### config.mk
export PLATFORM = sky130hd
export DESIGN_NAME = priority_ready_queue_unit
export DESIGN_NICKNAME = d
export VERILOG_FILES = /design/src/hw/rtl/prq_pkg.sv /design/src/hw/rtl/prq_ram.sv /design/src/hw/rtl/prq_max_scan.sv /design/src/hw/rtl/priority_ready_queue_unit.sv
export SDC_FILE = /design/constraint.sdc
export NUM_CORES = 2
export LEC_CHECK = 0
export ABC_AREA = 0
export ABC_CLOCK_PERIOD_IN_PS = 7580
export CORE_AREA = 2 2 356 622
export CTS_BUF_LIST = sky130_fd_sc_hd__clkbuf_4 sky130_fd_sc_hd__clkbuf_8
export CTS_CLUSTER_DIAMETER = 50
export CTS_CLUSTER_SIZE = 25
export DETAILED_ROUTE_END_ITERATION = 6
export DIE_AREA = 0 0 358 624
export DONT_BUFFER_PORTS = 1
export HOLD_SLACK_MARGIN = 0.12
export PLACE_DENSITY_LB_ADDON = 0.3
export REMOVE_ABC_BUFFERS = 1
export SYNTH_ARGS = -nofsm -noshare
export SYNTH_HDL_FRONTEND = slang
export SYNTH_SLANG_ARGS = --single-unit
### constraint.sdc
create_clock -name clk -period 7.58 [get_ports clk]
set_input_delay 0.379 -clock clk [delete_from_list [all_inputs] [get_ports clk]]
set_output_delay 0.379 -clock clk [all_outputs]
set_load 0.05 [all_outputs]
### src/hw/rtl/prq_pkg.sv
`timescale 1ns / 1ps
`default_nettype none
// ----------------------------------------------------------------------------
// prq_pkg
// Shared types and constants of the priority ready queue.
// ----------------------------------------------------------------------------
package prq_pkg;

  localparam int unsigned MAX_PROCS_DEF = 64;
  localparam int unsigned PRIO_BITS_DEF = 16;

  localparam int unsigned SLICE_W     = 16;
  localparam logic [SLICE_W-1:0] SLICE_RESET = 16'd100;

  localparam int unsigned ID_W     = 6;
  localparam int unsigned PRIO_W   = 16;
  localparam int unsigned QCOUNT_W = 7;

  typedef enum logic [1:0] {
    KIND_ENQ  = 2'd0,
    KIND_DEQ  = 2'd1,
    KIND_TICK = 2'd2,
    KIND_NOP  = 2'd3
  } kind_t;

  typedef enum logic [1:0] {
    STAT_OK     = 2'd0,
    STAT_FULL   = 2'd1,
    STAT_DUP    = 2'd2,
    STAT_ABSENT = 2'd3
  } status_t;

endpackage : prq_pkg
`default_nettype wire

### src/hw/rtl/prq_ram.sv
`timescale 1ns / 1ps
`default_nettype none
// ----------------------------------------------------------------------------
// prq_ram
// Generic simple dual-port RAM: one write port, one read port with
// registered read data.
// ----------------------------------------------------------------------------
module prq_ram #(
  parameter int unsigned WIDTH = 16,
  parameter int unsigned DEPTH = 64,
  localparam int unsigned AW   = (DEPTH > 1) ? $clog2(DEPTH) : 1
) (
  input  wire logic             clk,
  input  wire logic             we,
  input  wire logic [AW-1:0]    waddr,
  input  wire logic [WIDTH-1:0] wdata,
  input  wire logic             re,
  input  wire logic [AW-1:0]    raddr,
  output logic      [WIDTH-1:0] rdata
);

  logic [WIDTH-1:0] mem [DEPTH];

  always_ff @(posedge clk) begin
    if (we) begin
      mem[waddr] <= wdata;
    end
    if (re) begin
      rdata <= mem[raddr];
    end
  end

endmodule : prq_ram
`default_nettype wire

### src/hw/rtl/prq_max_scan.sv
`timescale 1ns / 1ps
`default_nettype none
// ----------------------------------------------------------------------------
// prq_max_scan
// Walks every slot through the priority memory read port, one slot per
// cycle, and keeps the queued slot with the largest priority.
// ----------------------------------------------------------------------------
module prq_max_scan #(
  parameter int unsigned MAX_PROCS = 64,
  parameter int unsigned PRIO_BITS = 16,
  localparam int unsigned IDX_W    = (MAX_PROCS > 1) ? $clog2(MAX_PROCS) : 1
) (
  input  wire logic                 clk,
  input  wire logic                 rst_n,
  input  wire logic                 start,
  input  wire logic [MAX_PROCS-1:0] queued,
  output logic                      rd_en,
  output logic      [IDX_W-1:0]     rd_addr,
  input  wire logic [PRIO_BITS-1:0] rd_data,
  output logic                      done,
  output logic                      found,
  output logic      [IDX_W-1:0]     best_id,
  output logic      [PRIO_BITS-1:0] best_prio
);

  localparam logic [IDX_W-1:0] LAST_IDX = IDX_W'(MAX_PROCS - 1);

  logic                 run_r;
  logic [IDX_W-1:0]     cnt_r;
  logic                 cmp_vld_r;
  logic [IDX_W-1:0]     cmp_idx_r;
  logic                 done_r;
  logic                 found_r;
  logic [IDX_W-1:0]     best_id_r;
  logic [PRIO_BITS-1:0] best_prio_r;
  logic                 take;

  assign rd_en   = run_r;
  assign rd_addr = cnt_r;

  // The first queued slot always wins; later ones only on a strictly larger
  // priority, so ties stay with the lowest id.
  assign take = cmp_vld_r && queued[cmp_idx_r] && (!found_r || (rd_data > best_prio_r));

  always_ff @(posedge clk) begin
    if (!rst_n) begin
      run_r       <= 1'b0;
      cnt_r       <= '0;
      cmp_vld_r   <= 1'b0;
      cmp_idx_r   <= '0;
      done_r      <= 1'b0;
      found_r     <= 1'b0;
      best_id_r   <= '0;
      best_prio_r <= '0;
    end else begin
      cmp_vld_r <= run_r;
      cmp_idx_r <= cnt_r;
      done_r    <= cmp_vld_r && (cmp_idx_r == LAST_IDX);
      if (start) begin
        run_r       <= 1'b1;
        cnt_r       <= '0;
        found_r     <= 1'b0;
        best_id_r   <= '0;
        best_prio_r <= '0;
      end else begin
        if (run_r) begin
          if (cnt_r == LAST_IDX) begin
            run_r <= 1'b0;
          end else begin
            cnt_r <= cnt_r + IDX_W'(1);
          end
        end
        if (take) begin
          found_r     <= 1'b1;
          best_id_r   <= cmp_idx_r;
          best_prio_r <= rd_data;
        end
      end
    end
  end

  assign done      = done_r;
  assign found     = found_r;
  assign best_id   = best_id_r;
  assign best_prio = best_prio_r;

endmodule : prq_max_scan
`default_nettype wire

### src/hw/rtl/priority_ready_queue_unit.sv
`timescale 1ns / 1ps
`default_nettype none
// ----------------------------------------------------------------------------
// priority_ready_queue_unit
// Ready queue of a static-priority scheduler: enqueue, dequeue, tick and
// no-op items, each answered with the highest-priority queued process.
// ----------------------------------------------------------------------------
// Each accepted item passes through the execute, scan and output states; the
// maximum scan reads one slot per cycle from the priority memory. One item
// is in work at a time, so a new item is taken only after the result of the
// last one has been loaded into the output registers.
// Reset clears the queued flags, the count and the slice valid bits at once
// and loads slice_length with 100; there is no clearing pass.
module priority_ready_queue_unit
  import prq_pkg::*;
#(
  parameter int unsigned MAX_PROCS = prq_pkg::MAX_PROCS_DEF,
  parameter int unsigned PRIO_BITS = prq_pkg::PRIO_BITS_DEF
) (
  input  wire logic                          clk,
  input  wire logic                          rst_n,
  input  wire logic                          cfg_valid,
  output logic                               cfg_ready,
  input  wire logic [prq_pkg::SLICE_W-1:0]   cfg_slice_length,
  input  wire logic                          in_valid,
  output logic                               in_ready,
  input  wire logic [1:0]                    in_kind,
  input  wire logic [prq_pkg::ID_W-1:0]      in_process_id,
  input  wire logic [prq_pkg::PRIO_W-1:0]    in_priority_req,
  output logic                               out_valid,
  input  wire logic                          out_ready,
  output logic [1:0]                         out_status,
  output logic                               out_need_resched,
  output logic                               out_top_valid,
  output logic [prq_pkg::ID_W-1:0]           out_top_id,
  output logic [prq_pkg::PRIO_W-1:0]         out_top_priority,
  output logic [prq_pkg::QCOUNT_W-1:0]       out_queued_count
);

  localparam int unsigned IDX_W = (MAX_PROCS > 1) ? $clog2(MAX_PROCS) : 1;
  localparam int unsigned CNT_W = $clog2(MAX_PROCS + 1);

  typedef enum logic [1:0] {
    ST_IDLE,
    ST_EXEC,
    ST_SCAN,
    ST_OUT
  } state_t;

  state_t                state_r;
  kind_t                 kind_r;
  logic [ID_W-1:0]       id_r;
  logic [PRIO_BITS-1:0]  prio_r;
  logic [SLICE_W-1:0]    slice_len_r;
  logic [MAX_PROCS-1:0]  queued_r;
  logic [MAX_PROCS-1:0]  slice_vld_r;
  logic [CNT_W-1:0]      count_r;
  status_t               stat_r;
  logic                  resched_r;

  logic                  out_valid_r;
  status_t               out_status_r;
  logic                  out_resched_r;
  logic                  out_top_valid_r;
  logic [ID_W-1:0]       out_top_id_r;
  logic [PRIO_W-1:0]     out_top_prio_r;
  logic [QCOUNT_W-1:0]   out_count_r;

  logic                  in_fire;
  logic                  out_load;
  logic [IDX_W-1:0]      id_idx;
  logic                  in_range;
  logic [SLICE_W-1:0]    slice_rdata;
  logic [SLICE_W-1:0]    slice_cur;
  logic [SLICE_W-1:0]    slice_new;

  status_t               stat_nxt;
  logic                  resched_nxt;
  logic                  q_set;
  logic                  q_clr;
  logic                  prio_we;
  logic                  slice_we;
  logic [SLICE_W-1:0]    slice_wdata;

  logic                  scan_start;
  logic                  scan_rd_en;
  logic [IDX_W-1:0]      scan_rd_addr;
  logic [PRIO_BITS-1:0]  prio_rdata;
  logic                  scan_done;
  logic                  scan_found;
  logic [IDX_W-1:0]      scan_best_id;
  logic [PRIO_BITS-1:0]  scan_best_prio;

  assign cfg_ready = 1'b1;
  assign in_ready  = (state_r == ST_IDLE);
  assign in_fire   = in_valid && in_ready;
  assign out_load  = (state_r == ST_OUT) && (!out_valid_r || out_ready);

  assign id_idx    = IDX_W'(id_r);
  assign in_range  = (32'(id_r) < MAX_PROCS);
  assign slice_cur = slice_vld_r[id_idx] ? slice_rdata : '0;
  assign slice_new = (slice_cur != '0) ? (slice_cur - SLICE_W'(1)) : slice_cur;
  assign scan_start = (state_r == ST_EXEC);

  // Decode of the captured item; the slice of the named slot was read at
  // the accepting edge and is valid during the execute cycle.
  always_comb begin
    stat_nxt    = STAT_OK;
    resched_nxt = 1'b0;
    q_set       = 1'b0;
    q_clr       = 1'b0;
    prio_we     = 1'b0;
    slice_we    = 1'b0;
    slice_wdata = slice_len_r;
    if ((kind_r != KIND_NOP) && !in_range) begin
      stat_nxt = STAT_ABSENT;
    end else begin
      unique case (kind_r)
        KIND_ENQ: begin
          if (32'(count_r) >= MAX_PROCS) begin
            stat_nxt = STAT_FULL;
          end else if (queued_r[id_idx]) begin
            stat_nxt = STAT_DUP;
          end else begin
            q_set    = 1'b1;
            prio_we  = 1'b1;
            slice_we = 1'b1;
          end
        end
        KIND_DEQ: begin
          if (!queued_r[id_idx]) begin
            stat_nxt = STAT_ABSENT;
          end else begin
            q_clr = 1'b1;
          end
        end
        KIND_TICK: begin
          slice_we    = 1'b1;
          slice_wdata = slice_new;
          resched_nxt = (slice_new == '0);
        end
        default: begin
        end
      endcase
    end
  end

  always_ff @(posedge clk) begin
    if (!rst_n) begin
      state_r         <= ST_IDLE;
      slice_len_r     <= SLICE_RESET;
      queued_r        <= '0;
      slice_vld_r     <= '0;
      count_r         <= '0;
      out_valid_r     <= 1'b0;
      kind_r          <= KIND_NOP;
      id_r            <= '0;
      prio_r          <= '0;
      stat_r          <= STAT_OK;
      resched_r       <= 1'b0;
      out_status_r    <= STAT_OK;
      out_resched_r   <= 1'b0;
      out_top_valid_r <= 1'b0;
      out_top_id_r    <= '0;
      out_top_prio_r  <= '0;
      out_count_r     <= '0;
    end else begin
      if (cfg_valid && cfg_ready) begin
        slice_len_r <= cfg_slice_length;
      end
      if (out_load) begin
        out_valid_r <= 1'b1;
      end else if (out_ready) begin
        out_valid_r <= 1'b0;
      end
      unique case (state_r)
        ST_IDLE: begin
          if (in_fire) begin
            kind_r  <= kind_t'(in_kind);
            id_r    <= in_process_id;
            prio_r  <= PRIO_BITS'(in_priority_req);
            state_r <= ST_EXEC;
          end
        end
        ST_EXEC: begin
          stat_r    <= stat_nxt;
          resched_r <= resched_nxt;
          if (q_set) begin
            queued_r[id_idx] <= 1'b1;
            count_r          <= count_r + CNT_W'(1);
          end
          if (q_clr) begin
            queued_r[id_idx] <= 1'b0;
            count_r          <= count_r - CNT_W'(1);
          end
          if (slice_we) begin
            slice_vld_r[id_idx] <= 1'b1;
          end
          state_r <= ST_SCAN;
        end
        ST_SCAN: begin
          if (scan_done) begin
            state_r <= ST_OUT;
          end
        end
        ST_OUT: begin
          if (out_load) begin
            out_status_r    <= stat_r;
            out_resched_r   <= resched_r;
            out_top_valid_r <= scan_found;
            out_top_id_r    <= ID_W'(scan_best_id);
            out_top_prio_r  <= PRIO_W'(scan_best_prio);
            out_count_r     <= QCOUNT_W'(count_r);
            state_r         <= ST_IDLE;
          end
        end
        default: begin
          state_r <= ST_IDLE;
        end
      endcase
    end
  end

  prq_ram #(
    .WIDTH (SLICE_W),
    .DEPTH (MAX_PROCS)
  ) u_slice_ram (
    .clk   (clk),
    .we    (slice_we && (state_r == ST_EXEC)),
    .waddr (id_idx),
    .wdata (slice_wdata),
    .re    (in_fire),
    .raddr (IDX_W'(in_process_id)),
    .rdata (slice_rdata)
  );

  prq_ram #(
    .WIDTH (PRIO_BITS),
    .DEPTH (MAX_PROCS)
  ) u_prio_ram (
    .clk   (clk),
    .we    (prio_we && (state_r == ST_EXEC)),
    .waddr (id_idx),
    .wdata (prio_r),
    .re    (scan_rd_en),
    .raddr (scan_rd_addr),
    .rdata (prio_rdata)
  );

  prq_max_scan #(
    .MAX_PROCS (MAX_PROCS),
    .PRIO_BITS (PRIO_BITS)
  ) u_scan (
    .clk       (clk),
    .rst_n     (rst_n),
    .start     (scan_start),
    .queued    (queued_r),
    .rd_en     (scan_rd_en),
    .rd_addr   (scan_rd_addr),
    .rd_data   (prio_rdata),
    .done      (scan_done),
    .found     (scan_found),
    .best_id   (scan_best_id),
    .best_prio (scan_best_prio)
  );

  assign out_valid        = out_valid_r;
  assign out_status       = out_status_r;
  assign out_need_resched = out_resched_r;
  assign out_top_valid    = out_top_valid_r;
  assign out_top_id       = out_top_id_r;
  assign out_top_priority = out_top_prio_r;
  assign out_queued_count = out_count_r;

  // The count always agrees with the number of queued flags.
  a_count_matches_flags: assert property (@(posedge clk) disable iff (!rst_n)
    $countones(queued_r) == 32'(count_r))
    else $error("queue count differs from the number of queued flags");

  a_count_bounded: assert property (@(posedge clk) disable iff (!rst_n)
    32'(count_r) <= MAX_PROCS)
    else $error("queue count above the number of slots");

  a_done_in_scan: assert property (@(posedge clk) disable iff (!rst_n)
    scan_done |-> (state_r == ST_SCAN))
    else $error("scan finished outside the scan state");

  a_result_after_scan: assert property (@(posedge clk) disable iff (!rst_n)
    $rose(out_valid_r) |-> $past(state_r == ST_OUT))
    else $error("result item raised without a finished scan");

  a_busy_not_ready: assert property (@(posedge clk) disable iff (!rst_n)
    in_fire |=> !in_ready)
    else $error("new item accepted while one is in work");

endmodule : priority_ready_queue_unit
`default_nettype wire
Word-level counts from Yosys, hierarchy flattened. Memory sizes are Yosys's and may differ from the RTL's. A register that Yosys moved wholly into a read port is not among the register bits. Index checks and enable logic that the tools add are counted.

Bits in registers: 252. Bits in latches: 0. RAM bits: 2048. Memory bits (read-only): 0. Input port bits: 45. Output and inout bits: 36. Logic and storage cells: 118. Memories kept: 2.

Memory list: u_prio_ram.mem (depth 64, bits a word 16, read ports 1, clocked after Yosys merged registers in 1, write ports 1, line prq_ram.sv:22) `logic [WIDTH-1:0] mem [DEPTH];`; u_slice_ram.mem (depth 64, bits a word 16, read ports 1, clocked after Yosys merged registers in 1, write ports 1, line prq_ram.sv:22).

$add $sub $neg: 4. $mul: 0. Divide/modulo/power cells: 0. $lt $le $gt $ge: 5. Eq/ne operators: 10. Shift-type cells: 0. Mux-type cells: 41. Bitwise operators: 6. Reduce and logical (&&, ||, !) cells: 25.

Operator list (number): $mux 64 (4); $or 64x64->64 (2); $and 64x64->64 (1); $not 64->64 (1); $mux 16 (3); $mux 1 (19); $bmux 1 s6 (3); $gt 16x16->1 (1); $logic_not 16->1 (1); $reduce_bool 16->1 (1); $sub 16x1->16 const B (1); $lt 6x7->1 const B (2); $mux 7 (2); $eq 6x6->1 const B (2); $mux 2 (6); $reduce_and 2->1 (5); $logic_and 1x1->1 (8); $pmux 2 s4 (1); $add 7x1->7 const B (1); $ge 7x7->1 const B (1); $sub 7x1->7 const B (1); $add 6x1->6 const B (1); $demux 1 s6 (1); $eq 2x2->1 const B (3); other kinds (13) (20).

Logic depth before layout (Yosys ltp).
Depth after elaboration: 10. Mapped depth: 22. Mapped depth without buffers: 16.

Modules after synthesis. From an unflattened synthesis, not the netlist that was laid out.

Cell total of the unflattened synthesis: 5144. Area total of the unflattened synthesis: 93204.4 um^2.

Modules (own cells, without submodules): prq_ram (instances 2, cells an instance 1829, area each 40202.3 um^2, seq. area each 31230.0 um^2); priority_ready_queue_unit (instances 1, cells an instance 1228, area each 10353.7 um^2, seq. area each 4284.1 um^2); prq_max_scan (instances 1, cells an instance 258, area each 2446.1 um^2, seq. area each 760.7 um^2).

Worst setup path before layout. Ideal clock, no wire load.

Path kind: reg-to-reg. From: register id_r[1], in the netlist id_idx[1]. To: memory u_slice_ram.mem[0][14] (data pin). Library setup time: 719 ps. Data arrival time: 6489 ps. Data required time: 6861 ps. Path slack: 372 ps. Cell stages (with the launch flop): 19. Path buffers: 5. Period minus slack after synthesis: 7208 ps. Cell sequence: dfxtp_1 -> buf_2 -> buf_2 -> buf_2 -> mux4_2 -> nand3_1 -> nand4_1 -> a211o_1 -> nor4b_2 -> buf_2 -> clkbuf_1 -> nand2b_1 -> ha_1 -> inv_1 -> or4_1 -> nor4_1 -> xor2_1 -> nor2_1 -> o31ai_1.

Word-level cells in the longest chain between the ends: 6. Elaborated cells between the ends (all ways): 7. Classes of those cells: add/sub (1); mux (5); reduce/logical (1).

Ends and longest elaborated chain: from (decl) (line priority_ready_queue_unit.sv:52) `logic [ID_W-1:0] id_r;`; from (signal assigned) (line priority_ready_queue_unit.sv:180) `id_r <= in_process_id;`; $bmux 1 s6 (*) (line priority_ready_queue_unit.sv:101) `assign slice_cur = slice_vld_r[id_idx] ? slice_rdata : '0;`; $mux 1 (not written as such) (*) (line priority_ready_queue_unit.sv:101); $mux 16 (*) (line priority_ready_queue_unit.sv:101); $sub 16x1->16 / $reduce_bool 16->1 (equally long branches) (line priority_ready_queue_unit.sv:102) `assign slice_new = (slice_cur != '0) ? (slice_cur - SLICE_W'(1)) : slice_cur;`; $mux 16 (*) (line priority_ready_queue_unit.sv:102); $mux 16 (*) (line priority_ready_queue_unit.sv:118) `unique case (kind_r)`; net slice_wdata[14] (line priority_ready_queue_unit.sv:83) `logic [SLICE_W-1:0] slice_wdata;`; to (decl) (line prq_ram.sv:22).

The timed path passes the listed nets; every way through them passes the cells marked *. The select of a mux whose other input is x is not followed.

Worst setup path in the final report.
From: register id_r[0], in the netlist id_idx[0]. To: register resched_r.

Word-level cells in the longest chain between the ends: 7. Elaborated cells between the ends (all ways): 8. Classes of those cells: add/sub (1); mux (5); reduce/logical (2).

Ends and longest elaborated chain: $bmux 1 s6 (*) (line priority_ready_queue_unit.sv:101); $mux 1 (not written as such) (*) (line priority_ready_queue_unit.sv:101); $mux 16 (*) (line priority_ready_queue_unit.sv:101); $sub 16x1->16 / $reduce_bool 16->1 (equally long branches) (line priority_ready_queue_unit.sv:102); $mux 16 (*) (line priority_ready_queue_unit.sv:102); $logic_not 16->1 (*) (line priority_ready_queue_unit.sv:140) `resched_nxt = (slice_new == '0);`; $mux 1 (*) (line priority_ready_queue_unit.sv:118); to (signal assigned) (line priority_ready_queue_unit.sv:187) `resched_r <= resched_nxt;`; to (decl) (line priority_ready_queue_unit.sv:59) `logic resched_r;`.

Every way passes the cells marked *; elsewhere a longest branch is shown, timed or not. The select of a mux whose other input is x is not followed. A chain may end at the register's enable or synchronous reset.

==> impl_metrics.csv <==
group,metric,value,unit
worst_setup_path,cp_data_arrival_time,6.86,ns
clock_network,cts_tree,"done",
worst_setup_path,worstReg2RegEnd,"resched_r$_SDFFE_PN0P_",
sta,grt_setup_unrepaired,"false",
floorplanning,die_y,624,um
power_and_ir_drop,p_leak,29.9,nW
worst_setup_path,reg2regPathDepth,15,
placed_design,placed_cell_area,95200,um^2
yosys,synth-seq-cells,2332,
worst_setup_path,path_cells,"mux4_2 > nand3_1 > nand4_1 > a211o_1 > nor4b_4 > buf_4 > nand2b_1 > ha_1 > nand3_1 > nor4_1 > nor2_1 > a221oi_1 > a21oi_1 > or4b_1 > o31ai_1",
yosys,synth_edf_count,2080,
sta,worstMarginPinSlew,1.78,ns
worst_setup_path,crit_slowest_cell,"dfxtp_2",
yosys,yosysWarningCount,0,
clock_network,cts.path.max_buffers,4,
outcome,status,"finished, violations left",
hold_path,min_to,"out_top_id[4]$_SDFFE_PN0P_",
global_route,track_usage,21.6,%
yosys,yosysSeqAreaShare,74.0,%
cells_and_area,drive_gt1_share,28.7,%
global_route,grt_pass1_wl,340000,um
worst_setup_path,cp.required,8.47,ns
floorplanning,dieArea,223000,um^2
clock_network,clk_latency,1.02,ns
hold_path,hold_depth,3,
yosys,synth_flop_cell,"edfxtp_1",
clock_network,cts_buffers,145,
power_and_ir_drop,irDropWorstVdd,0.000131,V
worst_setup_path,worst-setup-path-type,"reg -> reg",
route,drc,2,
worst_setup_path,path_buf_inv,1,
yosys,yosys.area.top_type,"edfxtp_1",
worst_setup_path,cp-end-kind,"register",
yosys,yosysMostFrequentCell,"edfxtp_1",
route,wl_per_cell,32.5,um
worst_setup_path,cp_max_fo,41,
worst_setup_path,rrSetupSlack,1.61,ns
global_route,antenna_found_initial,14,
sta,hold_viol,0,
yosys,synth_area_leaders,"edfxtp_1 68%, mux4_2 17%, dfxtp_1 5.5%, nand2_1 1.1%, o221a_2 0.79%",
floorplanning,initial_utilization,41.8,%
global_route,grt_pass1_vias,44457,
placed_design,post-place-ws,1.69,ns
route,dr.pass1.iters,7,
outcome,violations,"design-rule violations, max-slew violations",
cells_and_area,final_nets,4520,
cells_and_area,areaGrowthSynthToFinish,9.32,%
yosys,syn-cell-area,91200,um^2
sta,finalMaxSlewViolations,160,
global_route,overflow,0,
sta,whs,0.135,ns
route,drt_iter0_drc,4348,
worst_setup_path,slowest_delay,0.91,ns
worst_setup_path,crit_family,"simple AND/OR/NAND/NOR gates",
clock_network,postCtsSetupBuffers,0,
floorplanning,core_area,218000,um^2
sta,relSlewSlack,-18.7,%
route,wirelength,241000,um
floorplanning,rows,227,
yosys,synthCells,4337,
sta,worst_slack,1.61,ns
placed_design,hpwl,152000,um
placed_design,gp_congestion,0.918,
hold_path,hold_start,"rst_n",
yosys,synth_async_sr_flop_share,0,%
sta,finalCriticalPeriod,5.97,ns
sta,fin_crit_sh,78.8,%
sta,finalSetupViolCount,0,
worst_setup_path,crit_top_cell,"nand3_1",
cells_and_area,finalInstanceArea,99700,um^2
flow_run,max-cap-violations,0,
placed_design,io_buffer_count,0,
hold_path,min_path_type,"in -> reg",
floorplanning,die_w,358,um
route,via_count,43300,
yosys,synthDistinctLibCells,66,
sta,fin_skew,0.100,ns
yosys,synth_common_cells,"2080 x edfxtp_1, 698 x mux4_2, 279 x nand2_1, 252 x dfxtp_1, 186 x clkbuf_1",
worst_setup_path,r2r_start,"id_idx[0]$_SDFFE_PN0P_",
clock_network,htree_levels,4,
floorplanning,ioPinCount,81,
route,vias_per_cell,5.83,
sta,fmax,167,MHz
power_and_ir_drop,pwr_density_cell,248,nW/um^2
yosys,syn_avg_cell_area,21.0,um^2
clock_network,cts_root_buf,"clkbuf_8",
worst_setup_path,crit_path_start_kind,"register",
route,drtAntennaViolNets,0,
yosys,yosys.area.top_type_share,68.5,%
global_route,grt_max_degree,258,
clock_network,path_clk_slew,0.12,ns
clock_network,cts.repair.resized,0,
clock_network,cts_num_sinks,2332,
[final cells by class]
class | count | area [um^2]
Timing Repair Buffer | 226 | 2130
Inverter | 37 | 139
Sequential cell | 2332 | 67500
Multi-Input combinational cell | 1704 | 23000
Clock inverter | 83 | 1080
Antenna cell | 16 | 40.0
Fill cell | 18200 | 118000
Clock buffer | 163 | 2180
Tap cell | 2862 | 3580
[what timing repair did]
| item | CTS | global route |
|---|---|---|
| hold buffers | 115 | 0 |
| endpoints found under the hold margin | 268 | 0 |
| setup endpoints to repair | 0 | 0 |
[per-stage QoR]
stage	TNS, ns	instances	utilization (%)	total power, mW
finish	0	7423	45.7	24.7
global route	0	7418	45.7	25.4
CTS	0	7405	45.7	24.9
detailed placement	0	7044	43.6	18.1
global placement	0	7044	43.6	18.0
floorplan	-6239.21	4073	-	17.3
[where the power goes]
group / switching [mW] / leakage (nW) / total (mW) / internal [mW]
logic: 1.95 / 7.18 / 3.19 / 1.24
registers: 0.208 / 21.1 / 14.7 / 14.5
clock network: 4.27 / 1.66 / 6.78 / 2.50
total: 6.43 / 29.9 / 24.7 / 18.3
[flip-flops by register name (all words and copies together) (netlist names), 7 cells and up]
register	count
count_r	7
u_prio_ram.rdata	16
queued_r	64
slice_len_r	16
u_scan.best_prio	16
u_prio_ram.mem	1024
prio_r	16
u_slice_ram.rdata	16
u_slice_ram.mem	1024
out_top_priority	16
out_queued_count	7
slice_vld_r	64
[worst max path at each step]
stage               depth (start not counted)                    from  slack (ns)                          endpoint
CTS                                        15  id_idx[0]$_SDFFE_PN0P_        1.66            resched_r$_SDFFE_PN0P_
detailed placement                         15  id_idx[0]$_SDFFE_PN0P_        1.69            resched_r$_SDFFE_PN0P_
global route                               15  id_idx[0]$_SDFFE_PN0P_        1.10            resched_r$_SDFFE_PN0P_
global placement                           15  id_idx[0]$_SDFFE_PN0P_        1.76            resched_r$_SDFFE_PN0P_
floorplan                                   8  id_idx[2]$_SDFFE_PN0P_       -7.31  u_slice_ram.mem[40][0]$_DFFE_PP_
finish                                     15  id_idx[0]$_SDFFE_PN0P_        1.61            resched_r$_SDFFE_PN0P_
[cells by family (layout without fill, tap and decap cells)]
family | Yosys count | after routing | synth area share (%)
flops | 2332 | 2332 | 74.0
mux | 769 | 769 | 18.0
simple gates | 568 | 568 | 3.22
compound gates | 323 | 323 | 2.86
buf+inv | 301 | 509 | 1.34
fa+ha+maj | 29 | 29 | 0.406
xor+xnor | 14 | 14 | 0.134
other cells | 1 | 17 | 0.00411
[tightest hold or removal path: stages]
cell,delay (ns)
buf_12,0.13
buf_16,0.21
a21boi_0,0.23
[cells in the final DEF (no fill, tap or decap), types with 12 or more instances in the layout]
cell type and count:
a21boi_0 60, ha_1 28, o221a_2 64, nor2_2 47
dfxtp_2 19, nand3_1 19, edfxtp_1 2080, dlygate4sd3_1 110
a22oi_1 12, o21a_1 73, nor2b_1 27, nand2_1 279
a21oi_1 20, inv_8 12, nor2_1 28, mux2i_1 62
and2_1 15, nor2_4 81, dfxtp_1 229, mux4_2 698
inv_6 15, clkbuf_8 153, inv_1 36, buf_4 105
o21ai_0 12, diode_2 16
[metal layers]
metal	track usage [%]	part of all wire (%)	up-vias
li1	-	-	18084
met1	25.0	35	23455
met2	39.5	54	1367
met3	2.67	4.8	384
met4	10.1	5.4	10
met5	0	0.026	-
Power figures use the tool's default switching activity.
